===== src/rtl/task_shard_lifecycle_fsm_defines.svh =====
// -----------------------------------------------------------------------------
// Task shard lifecycle FSM assertion macros
// Shared concurrent assertion forms used by the lifecycle RTL.
// -----------------------------------------------------------------------------
`ifndef TASK_SHARD_LIFECYCLE_FSM_DEFINES_SVH
`define TASK_SHARD_LIFECYCLE_FSM_DEFINES_SVH

// The consequent must hold in the same cycle as the antecedent.
`define TSLF_ASSERT_NOW(label, clk, rst_n, ante, cons) \
    label: assert property (@(posedge clk) disable iff (!rst_n) (ante) |-> (cons)) \
        else $error("lifecycle assertion failed");

// The consequent must hold in the cycle after the antecedent.
`define TSLF_ASSERT_NEXT(label, clk, rst_n, ante, cons) \
    label: assert property (@(posedge clk) disable iff (!rst_n) (ante) |=> (cons)) \
        else $error("lifecycle assertion failed");

`endif


===== src/rtl/tslf_pkg.sv =====
// -----------------------------------------------------------------------------
// Task shard lifecycle package
// Event codes, state codes and request/response types of the shard FSM.
// -----------------------------------------------------------------------------
`timescale 1ns / 1ps

package tslf_pkg;

    // Event codes carried by a request.
    typedef enum logic [2:0] {
        OP_READY          = 3'd0,
        OP_BEGIN_ACT      = 3'd1,
        OP_COMPLETE_ACT   = 3'd2,
        OP_CANCEL         = 3'd3,
        OP_FAIL           = 3'd4,
        OP_BEGIN_FLUSH    = 3'd5,
        OP_FINISH_FLUSH   = 3'd6
    } t_op;

    // Outcome codes of an activation completion.
    typedef enum logic [3:0] {
        OC_IDLE         = 4'd0,
        OC_BLK_INPUT    = 4'd1,
        OC_BLK_DEP      = 4'd2,
        OC_BLK_OUTPUT   = 4'd3,
        OC_BLK_RESOURCE = 4'd4,
        OC_FLUSHING     = 4'd5,
        OC_DONE         = 4'd6,
        OC_FAILED       = 4'd7,
        OC_RESCHEDULE   = 4'd8
    } t_outcome;

    // Lifecycle states of a shard.
    typedef enum logic [3:0] {
        ST_DORMANT      = 4'd0,
        ST_IDLE         = 4'd1,
        ST_SCHEDULED    = 4'd2,
        ST_RUNNING      = 4'd3,
        ST_BLK_INPUT    = 4'd4,
        ST_BLK_DEP      = 4'd5,
        ST_BLK_OUTPUT   = 4'd6,
        ST_BLK_RESOURCE = 4'd7,
        ST_FLUSHING     = 4'd8,
        ST_CANCELLING   = 4'd9,
        ST_DONE         = 4'd10,
        ST_FAILED       = 4'd11
    } t_shard_state;

    // One event request.
    typedef struct packed {
        t_op      operation;
        t_outcome outcome;
        logic     flush_success;
    } t_req;

    // One event response.
    typedef struct packed {
        logic         accepted;
        logic         scheduled_now;
        t_shard_state shard_state;
        logic         cancel_requested;
        logic         failure_requested;
    } t_resp;

    // Stored context of the shard.
    typedef struct packed {
        t_shard_state state;
        logic         cancel;
        logic         fail;
        logic         ready_pending;
    } t_ctx;

endpackage


===== src/rtl/tslf_transition.sv =====
// -----------------------------------------------------------------------------
// Task shard lifecycle transition logic
// Computes the next shard context and the response for one event request.
// -----------------------------------------------------------------------------
`timescale 1ns / 1ps

module tslf_transition (
    input  tslf_pkg::t_ctx  i_ctx,
    input  tslf_pkg::t_req  i_req,
    output tslf_pkg::t_ctx  o_ctx,
    output tslf_pkg::t_resp o_resp
);
    import tslf_pkg::*;

    t_ctx         ctx;
    logic         accepted;
    logic         scheduled;
    logic         settled;
    logic         terminal;
    logic         resched;
    t_shard_state landing;

    // States in which a ready notice is ignored.
    assign settled = (i_ctx.state == ST_FLUSHING) || (i_ctx.state == ST_CANCELLING) ||
                     (i_ctx.state == ST_DONE) || (i_ctx.state == ST_FAILED);

    // Decode the completion outcome into a landing state.
    always_comb begin
        landing  = ST_FAILED;
        terminal = 1'b1;
        resched  = 1'b0;
        case (i_req.outcome)
            OC_IDLE: begin
                landing  = ST_IDLE;
                terminal = 1'b0;
            end
            OC_BLK_INPUT: begin
                landing  = ST_BLK_INPUT;
                terminal = 1'b0;
            end
            OC_BLK_DEP: begin
                landing  = ST_BLK_DEP;
                terminal = 1'b0;
            end
            OC_BLK_OUTPUT: begin
                landing  = ST_BLK_OUTPUT;
                terminal = 1'b0;
            end
            OC_BLK_RESOURCE: begin
                landing  = ST_BLK_RESOURCE;
                terminal = 1'b0;
            end
            OC_FLUSHING:   landing = ST_FLUSHING;
            OC_DONE:       landing = ST_DONE;
            OC_RESCHEDULE: resched = 1'b1;
            // Failed and all meaningless codes end in failure.
            default:       landing = ST_FAILED;
        endcase
    end

    // Event decode and state transition.
    always_comb begin
        ctx       = i_ctx;
        accepted  = 1'b1;
        scheduled = 1'b0;
        unique case (i_req.operation)
            OP_READY: begin
                if ((i_ctx.state == ST_SCHEDULED) || (i_ctx.state == ST_RUNNING)) begin
                    ctx.ready_pending = 1'b1;
                end else if (!settled) begin
                    ctx.state = ST_SCHEDULED;
                    scheduled = 1'b1;
                end
            end
            OP_BEGIN_ACT: begin
                if (i_ctx.state == ST_SCHEDULED) begin
                    ctx.state = ST_RUNNING;
                end else begin
                    accepted = 1'b0;
                end
            end
            OP_COMPLETE_ACT: begin
                if (i_ctx.state != ST_RUNNING) begin
                    accepted = 1'b0;
                end else if (i_ctx.fail) begin
                    ctx.state         = ST_FAILED;
                    ctx.ready_pending = 1'b0;
                end else if (i_ctx.cancel) begin
                    ctx.state         = ST_CANCELLING;
                    ctx.ready_pending = 1'b0;
                end else if (resched) begin
                    // Reschedule passes through idle straight into scheduled.
                    ctx.state = ST_SCHEDULED;
                    scheduled = 1'b1;
                end else if (terminal) begin
                    ctx.state         = landing;
                    ctx.ready_pending = 1'b0;
                end else if (i_ctx.ready_pending) begin
                    // A ready notice seen while busy schedules the shard now.
                    ctx.state         = ST_SCHEDULED;
                    ctx.ready_pending = 1'b0;
                    scheduled         = 1'b1;
                end else begin
                    ctx.state = landing;
                end
            end
            OP_CANCEL: begin
                ctx.cancel = 1'b1;
                if ((i_ctx.state != ST_RUNNING) && (i_ctx.state != ST_DONE) &&
                    (i_ctx.state != ST_FAILED)) begin
                    ctx.state         = ST_CANCELLING;
                    ctx.ready_pending = 1'b0;
                end
            end
            OP_FAIL: begin
                ctx.fail = 1'b1;
                if ((i_ctx.state != ST_RUNNING) && (i_ctx.state != ST_DONE)) begin
                    ctx.state         = ST_FAILED;
                    ctx.ready_pending = 1'b0;
                end
            end
            OP_BEGIN_FLUSH: begin
                if ((i_ctx.state == ST_DONE) || (i_ctx.state == ST_FAILED) ||
                    (i_ctx.state == ST_CANCELLING) || (i_ctx.state == ST_RUNNING) ||
                    (i_ctx.state == ST_SCHEDULED)) begin
                    accepted = 1'b0;
                end else begin
                    ctx.state         = ST_FLUSHING;
                    ctx.ready_pending = 1'b0;
                end
            end
            OP_FINISH_FLUSH: begin
                if (i_ctx.state == ST_FLUSHING) begin
                    ctx.state = i_req.flush_success ? ST_DONE : ST_FAILED;
                end else begin
                    accepted = 1'b0;
                end
            end
            // The unused event code is rejected without any change.
            default: begin
                accepted = 1'b0;
            end
        endcase
    end

    assign o_ctx = ctx;

    // Response reflects the context after the event.
    assign o_resp.accepted          = accepted;
    assign o_resp.scheduled_now     = scheduled;
    assign o_resp.shard_state       = ctx.state;
    assign o_resp.cancel_requested  = ctx.cancel;
    assign o_resp.failure_requested = ctx.fail;

endmodule


===== src/rtl/task_shard_lifecycle_fsm.sv =====
// Lifecycle state machine of one work shard. Each accepted request is one event, and each
// event produces exactly one response with the accept bit, the scheduled-now bit, the
// resulting state and both sticky request flags. The block takes one request per clock
// while the response side keeps up. The request is captured in an input register at the
// accepting edge. When the response register is free or being drained, the transition
// logic updates the stored shard context and fills the response register. A response side
// that holds off delays both this update and the next request. The rate is set by the
// single stored context, which is read and written once per event. The shard starts
// dormant with all flags clear after reset.
// -----------------------------------------------------------------------------
// Task shard lifecycle FSM top level
// Input register, stored shard context and response register around the
// transition logic.
// -----------------------------------------------------------------------------
`timescale 1ns / 1ps
`include "task_shard_lifecycle_fsm_defines.svh"

module task_shard_lifecycle_fsm (
    input  logic            i_clk,
    input  logic            i_rst_n,
    input  logic            i_req_valid,
    output logic            o_req_ready,
    input  tslf_pkg::t_req  i_req,
    output logic            o_resp_valid,
    input  logic            i_resp_ready,
    output tslf_pkg::t_resp o_resp
);
    import tslf_pkg::*;

    logic  r_in_valid;
    t_req  r_in_req;
    logic  r_out_valid;
    t_resp r_out_resp;
    t_ctx  r_ctx;
    t_ctx  n_ctx;
    t_resp n_resp;
    logic  advance;

    // A held request moves on when the response register is free or being drained.
    assign advance     = r_in_valid && (!r_out_valid || i_resp_ready);
    assign o_req_ready = !r_in_valid || advance;

    tslf_transition u_transition (
        .i_ctx  (r_ctx),
        .i_req  (r_in_req),
        .o_ctx  (n_ctx),
        .o_resp (n_resp)
    );

    // Input request register.
    always_ff @(posedge i_clk) begin
        if (!i_rst_n) begin
            r_in_valid <= 1'b0;
        end else if (o_req_ready) begin
            r_in_valid <= i_req_valid;
        end
        if (o_req_ready && i_req_valid) begin
            r_in_req <= i_req;
        end
    end

    // Shard context, updated once per event.
    always_ff @(posedge i_clk) begin
        if (!i_rst_n) begin
            r_ctx.state         <= ST_DORMANT;
            r_ctx.cancel        <= 1'b0;
            r_ctx.fail          <= 1'b0;
            r_ctx.ready_pending <= 1'b0;
        end else if (advance) begin
            r_ctx <= n_ctx;
        end
    end

    // Response register.
    always_ff @(posedge i_clk) begin
        if (!i_rst_n) begin
            r_out_valid <= 1'b0;
        end else if (advance) begin
            r_out_valid <= 1'b1;
        end else if (i_resp_ready) begin
            r_out_valid <= 1'b0;
        end
        if (advance) begin
            r_out_resp <= n_resp;
        end
    end

    assign o_resp_valid = r_out_valid;
    assign o_resp       = r_out_resp;

    // A rejected event never schedules the shard.
    `TSLF_ASSERT_NOW(a_reject_no_sched, i_clk, i_rst_n, r_out_valid && !r_out_resp.accepted, !r_out_resp.scheduled_now)
    // Scheduling always lands in the scheduled state.
    `TSLF_ASSERT_NOW(a_sched_state, i_clk, i_rst_n, r_out_valid && r_out_resp.scheduled_now, r_out_resp.shard_state == ST_SCHEDULED)
    // The cancel request flag is sticky.
    `TSLF_ASSERT_NEXT(a_cancel_sticky, i_clk, i_rst_n, r_ctx.cancel, r_ctx.cancel)
    // The failure request flag is sticky.
    `TSLF_ASSERT_NEXT(a_fail_sticky, i_clk, i_rst_n, r_ctx.fail, r_ctx.fail)
    // A pending ready notice exists only while the shard is scheduled or running.
    `TSLF_ASSERT_NOW(a_pending_busy, i_clk, i_rst_n, r_ctx.ready_pending, (r_ctx.state == ST_SCHEDULED) || (r_ctx.state == ST_RUNNING))

endmodule


===== config.mk =====
export PLATFORM = sky130hd
export DESIGN_NAME = task_shard_lifecycle_fsm
export DESIGN_NICKNAME = d
export VERILOG_FILES = /design/src/rtl/tslf_pkg.sv /design/src/rtl/tslf_transition.sv /design/src/rtl/task_shard_lifecycle_fsm.sv
export VERILOG_INCLUDE_DIRS = /design/src /design/src/rtl
export SDC_FILE = /design/constraint.sdc
export NUM_CORES = 1
export LEC_CHECK = 0
export BUFFER_PORTS_ARGS = -buffer_cell sky130_fd_sc_hd__buf_2
export CORE_MARGIN = 2
export CORE_UTILIZATION = 61
export DETAILED_ROUTE_END_ITERATION = 8
export PLACE_DENSITY = 0.95
export SLEW_MARGIN = 10
export SYNTH_ARGS = -nofsm -noshare
export SYNTH_HDL_FRONTEND = slang
export SYNTH_SLANG_ARGS = --single-unit

===== constraint.sdc =====
create_clock -name i_clk -period 5.5 [get_ports i_clk]
set_clock_uncertainty 0.15 [all_clocks]
set_input_delay 0.825 -clock i_clk [delete_from_list [all_inputs] [get_ports i_clk]]
set_output_delay 0.825 -clock i_clk [all_outputs]
set_load 0.05 [all_outputs]

==> results of run 1 <==
## logic make-up (layout without fill, tap and decap cells)
group	after synthesis	count (layout)
xor+xnor	3	3
simple gates	65	65
buf+inv	18	31
compound gates	48	48
flops	25	25
mux	2	2
## layout make-up
type / instances / area (um2) / share of cell area [%]
inverters: 6 / 22.5 / 1.40
clock buffers: 4 / 26.3 / 1.64
multi-input cells: 118 / 754 / 47.0
flip-flops and latches: 25 / 661 / 41.1
repair buffers: 21 / 105 / 6.54
well taps: 30 / 37.5 / 2.34
## where the power goes
group	internal, uW	leakage (uW)	switching (uW)
clock network	28.5	0.0000150	53.9
registers	211	0.000229	17.6
logic	27.8	0.000349	43.7
total	268	0.000593	115
## sequential cells by signal, indices dropped and copies added (netlist names)
register and cells:
o_resp_valid 1, r_ctx 7, r_in_req 8, o_resp 8, r_in_valid 1
## through the flow
stage          total power (uW)  instances
6_report                    383        204
5_1_grt                     396        204
4_1_cts                     380        204
3_5_place_dp                302        200
3_3_place_gp                299        200
2_1_floorplan               290        161
## layout by cell type, fill, tap and decap left out, drive strengths merged, types with 3 or more instances in the layout
cell type,n
nor2b,6
nor2,18
nand3,4
inv,6
o21ai,10
o221ai,3
dfxtp,9
nor3,5
xnor2,3
a211oi,4
o21a,3
or2,3
o31ai,3
edfxtp,16
nand2,10
nand2b,8
a21oi,11
clkbuf,4
buf,21
## worst paths after layout
kind / startpoint / to / depth (start not counted)
setup / recovery: i_resp_ready / o_req_ready / 4
hold / removal: r_in_valid / o_resp_valid / 2
setup reg to reg: r_ctx[3] / o_resp[3] / 5
hold reg to reg: r_in_valid / o_resp_valid / 2
## layer usage
layer	share of wire [%]	vias to the layer above
met5	0	-
met4	3.5	0
met3	9.5	22
met2	50	100
met1	37	619
li1	-	613
## worst reg2reg max path: cells and delay by family (launching register included)
kind / cells / cell delay [ns]
DFF: 1 / 0.61
AOI/OAI and AO/OA: 3 / 0.46
and+or+nand+nor: 2 / 0.71
==> run metrics, run 1 <==
cell taking the most area after synthesis=edfxtp_1; routed vias/inst=6.64; number of antenna diodes=0; final worst setup slack=3.07 ns; H-tree levels=1; vias=1354; average size of a mapped cell=9.66 um2; # IOs=22; number of rows in the core area=18; post-synthesis compound-gate area fraction=21.9%; type of the setup path with the least slack=primary input to output pin; CTS max path bufs=2; count of routing violations after the opening detailed-route iteration=97; cell area after placement=1580 um2; number of max-cap violations=0; maximum cell stage delay along the critical path=0.22 ns; area delta synth->final=3.30%; clock sinks=25; sequential element share of the synthesized area=42.5%; xor-xnor portion of the synthesized cell area=1.69%; share of synthesized cell area in full adder, half adder and majority cells=0%; Clk Tree Root Cell=clkbuf_4; cells traversed along the worst timing path=buf_2 > nor2b_1 > nand2_1 > buf_2; Final HPWL DP=2510 um; number of buffers created by CTS=3; final cell utilization of the core=65.4%; power density normalized to cell area=238 nW/um2; core area=2450 um2; post-detailed-route DRC marker count=0; synth top area cells=edfxtp_1 (31%), dfxtp_1 (12%), nor2_1 (4.3%); count of buffering cells on the critical path with inverters included=2; layout cell share with drive strength beyond 1=21.8%; effective utilization at floorplan=63.4%; critical path endpoint category=output pin; synthesis warning total=0; GR met1 Demand/Resource=29.6%; final-report max-slew violation count=0; global-route wire length before repair=5420 um; Total Neg Setup Slack=0 ns; number of buffers inserted by post-CTS setup repair=0; GRT Util Overall=25.6%; Layout Cell Area excl Fill=1610 um2; clock network latency to the later pin of the worst-skew pair=0.32 ns; global-route track usage on met3=6.28%; clock-pin slew reported for the worst setup and hold paths after clock tree synthesis=0.12 ns; count of TritonRoute iterations in the first routing pass=7; die height=54.5 um; chip width=54.5 um; last weighted congestion value of the routability-driven placer=0.946; sum of overflow across all layers after global routing=0; met2 Track Usage GR=44.4%; upper clock frequency limit=0.411 GHz; Data required, critical path=4.53 ns; Syn Nets=173; fin crit share=44.3%; worst vdd ir=0.162 mV; Static Leakage=0.000593 uW; share of synthesized flip-flops with an asynchronous set or reset=0%; dominant cell by count in the synthesized netlist=nor2_1; number of global-route vias before repair=1221; Critical Path Fanout Max=4; area fraction in and, or, nand and nor cells after synthesis=23.6%; multiplexer share of the synthesized area=1.37%; worst slack on hold paths=0.395 ns; count of filler cells inserted in the layout=202; unrepaired setup endpoints after global routing=no; prevailing post-synth register cell=edfxtp_1; Synth Instances=161; cell repeated most along the worst path=buf_2; layer with the highest usage after global routing=met2; max_slew headroom=59.3%; largest net degree at the start of global routing=20; WL per Instance=17.0 um; flops & latches, synth=25; Hold WC Path Type=flip-flop to flip-flop; largest family of logic cells by synthesized area=simple AND/OR/NAND/NOR gates; clock tree from TritonCTS=yes; Worst Path Arrival=1.46 ns; initial antenna violation count=0; Finish-stage setup viols=0; largest delay contributor family on the critical path=buffers and inverters; fin nets=187; number of buffers inserted by port buffering=21; number of cells upsized or downsized after cts=0; slew of the pin with the lowest slew margin=0.610 ns; netlist area before placement=1560 um2; Total Die Area=2970 um2; hold buffer count at cts=0; share of the synthesized area in the top cell type=30.9%; final wirelength=3460 um; register-to-register setup slack=3.33 ns; status=finished clean; number of hold violations in the final report=0; Worst Setup Start Kind=primary input; slowest cell on the critical path=nor2b_1; list of most frequent post-synthesis cells=nor2_1 (18), edfxtp_1 (16), a21oi_1 (11), nand2_1 (10), o21ai_0 (10); antenna viol nets, final=0; post-layout min period=2.43 ns; worst slack at placement=3.06 ns; EDFF count, synth=16; number of distinct standard cells referenced by the synthesized netlist=48
Note: power is estimated with default switching activity, not from simulation.
==> run 2: changes to the inputs <==
--- a/config.mk
+++ b/config.mk
@@ -8,9 +8,9 @@
 export LEC_CHECK = 0
 export BUFFER_PORTS_ARGS = -buffer_cell sky130_fd_sc_hd__buf_2
 export CORE_MARGIN = 2
-export CORE_UTILIZATION = 61
+export CORE_UTILIZATION = 56
 export DETAILED_ROUTE_END_ITERATION = 8
-export PLACE_DENSITY = 0.95
+export PLACE_DENSITY = 0.9
 export SLEW_MARGIN = 10
 export SYNTH_ARGS = -nofsm -noshare
 export SYNTH_HDL_FRONTEND = slang
==> constraint.sdc (replaced) <==
create_clock -name i_clk -period 2.4 [get_ports i_clk]
set_clock_uncertainty 0.15 [all_clocks]
set_input_delay 0.36 -clock i_clk [delete_from_list [all_inputs] [get_ports i_clk]]
set_output_delay 0.36 -clock i_clk [all_outputs]
set_load 0.05 [all_outputs]
==> run 2 against run 1 <==
Sequential power increased by 130%; register-to-register slack got worse by 3.0 ns; routed wire length shrank 2.7%; hold slack lost 0.36 ns; via count is 2.0% lower; flip-flop and latch count stayed put; setup slack lost 2.7 ns; global-route usage decreased by 3.2 points; clock power is 140% higher; sequential share of layout area down 0.69 points; first-iteration DRC count decreased by 29%; critical endpoint is now o_resp[3]; highest routed layer unchanged.
==> run metrics, run 2 (synthesis results as in run 1) <==
Worst Path Arrival=2.00 ns (+0.54 ns); Finish-stage setup viols=0 (unchanged); upper clock frequency limit=0.489 GHz; Total Neg Setup Slack=0 ns (unchanged); worst slack on hold paths=0.0355 ns (-0.359 ns); final-report max-slew violation count=0 (unchanged); power density normalized to cell area=542 nW/um2 (+130%); die height=56.7 um (+4.0%); number of buffers inserted by port buffering=21 (unchanged); cell repeated most along the worst path=o21ai_0; H-tree levels=1 (unchanged); count of routing violations after the opening detailed-route iteration=69 (-29%); GRT Util Overall=22.3% (-3.2 points); Critical Path Fanout Max=13 (+9); overall power=886 uW (+130%); worst reg2reg startpoint=r_ctx[3]; clock sinks=25 (unchanged); global-route wire length before repair=5560 um (+2.7%); Crit. Startpoint=r_ctx[3]; post-detailed-route DRC marker count=0 (unchanged); highest-count cells in the layout ignoring fill and taps=buf_2 (21), nor2_1 (18), edfxtp_1 (16); clock-pin slew reported for the worst setup and hold paths after clock tree synthesis=0.15 ns (+0.03 ns); number of antenna diodes=0 (unchanged); number of max-cap violations=0 (unchanged); unrepaired setup endpoints after global routing=no; CTS max path bufs=2 (unchanged); hold path startpoint=i_req[4]; routed vias/inst=6.38 (-3.9%); hold buffer count at cts=0 (unchanged); Static Leakage=0.000607 uW (+2.3%); slew of the pin with the lowest slew margin=0.601 ns (-0.00980 ns); number of global-route vias before repair=1252 (+2.5%); initial antenna violation count=0 (unchanged); fin nets=190 (+1.6%); type of the setup path with the least slack=flip-flop to flip-flop; vias=1327 (-2.0%); maximum cell stage delay along the critical path=0.60 ns (+0.38 ns); worst vdd ir=0.418 mV (+160%); count of TritonRoute iterations in the first routing pass=4 (-3); fin crit share=85.1%; register-to-register setup slack=0.36 ns (-2.97 ns); area delta synth->final=5.07%; number of buffers created by CTS=3 (unchanged); last weighted congestion value of the routability-driven placer=0.989 (+4.5%); final instance count without filler cells=208 (+2.0%); Worst Setup Start Kind=flip-flop; count of filler cells inserted in the layout=230 (+14%); largest delay contributor family on the critical path=simple AND/OR/NAND/NOR gates; clock network latency to the later pin of the worst-skew pair=0.33 ns (about the same); max_slew headroom=59.9% (+0.57 points); # IOs=22 (unchanged); most common cell after layout, fill and taps aside=buf_2; DP Cell Count=204 (+2.0%); Data required, critical path=2.36 ns (-2.17 ns); layout cell share with drive strength beyond 1=23.7% (+1.9 points); number of hold violations in the final report=0 (unchanged); Clk Tree Root Cell=clkbuf_4; Hold WC Path Type=primary input to flip-flop; WL per Instance=16.2 um (-4.5%); post-layout min period=2.04 ns; final wirelength=3370 um (-2.7%); clock tree from TritonCTS=yes; cells traversed along the worst timing path=or4bb_1 > nor3_1 > o21ai_0 > a22oi_1 > o21ai_0; sum of overflow across all layers after global routing=0 (unchanged); effective utilization at floorplan=57.9% (-5.5 points); chip width=56.7 um (+4.0%); number of buffers inserted by post-CTS setup repair=0 (unchanged); status=finished clean; number of rows in the core area=19 (+1); antenna viol nets, final=0 (unchanged); core area=2690 um2 (+9.4%); critical path endpoint category=flip-flop; slowest cell on the critical path=dfxtp_1; number of cells upsized or downsized after cts=0 (unchanged); Total Die Area=3210 um2 (+8.3%); largest net degree at the start of global routing=16 (-20%); count of buffering cells on the critical path with inverters included=0 (-2); Final HPWL DP=2530 um (+1.0%)
run 2: cell count changes in the layout (fill, tap and decap cells not counted):
| cell | change |
|---|---|
| buf_4 | +3 |
| clkbuf_1 | -1 |
| clkinvlp_4 | +1 |
run 2: where the power goes:
part / leakage [uW] / switching, uW / total [uW] / internal, uW
combinational: 0.000364 / 104 / 171 / 66.9
sequential: 0.000229 / 34.4 / 519 / 485
clock: 0.0000139 / 132 / 196 / 63.8
run 2: path summary, 6_finish.rpt:
path,to,cells past startpoint
max,o_resp[3],5
min reg2reg,o_resp_valid,2
max reg2reg,o_resp[3],5
min,r_in_req[4],1
run 2: metal layers:
layer | wire (um) | global-route usage [%] | vias up
met5 | 0 | 0 | -
met4 | 75 | 10.2 | 0
met1 | 1330 | 27.6 | 607
li1 | - | - | 621
met3 | 297 | 3.92 | 11
met2 | 1670 | 37.7 | 88
run 2: layout make-up:
type	count	area, um2	area share [%]
clock buffer	3	22.5	1.38
clock inverter	1	7.51	0.459
inverter	6	22.5	1.38
multi-input combinational	118	754	46.2
sequential	25	661	40.4
tap	31	38.8	2.37
timing repair buffer	24	128	7.81
run 2: through the flow:
step	utilization (%)	worst slack [ns]	cell area, um2
global placement	59.7	0.419	1600
CTS	60.8	0.368	1630
floorplan	-	0.380	1560
finish	60.8	0.357	1630
detailed placement	59.7	0.392	1600
global route	60.8	0.198	1630
run 2: worst register-to-register path, stage by stage, from the launching register on:
cell     delay (ns)
dfxtp_1        0.60
or4bb_1        0.54
nor3_1         0.13
o21ai_0        0.11
a22oi_1        0.19
o21ai_0        0.10
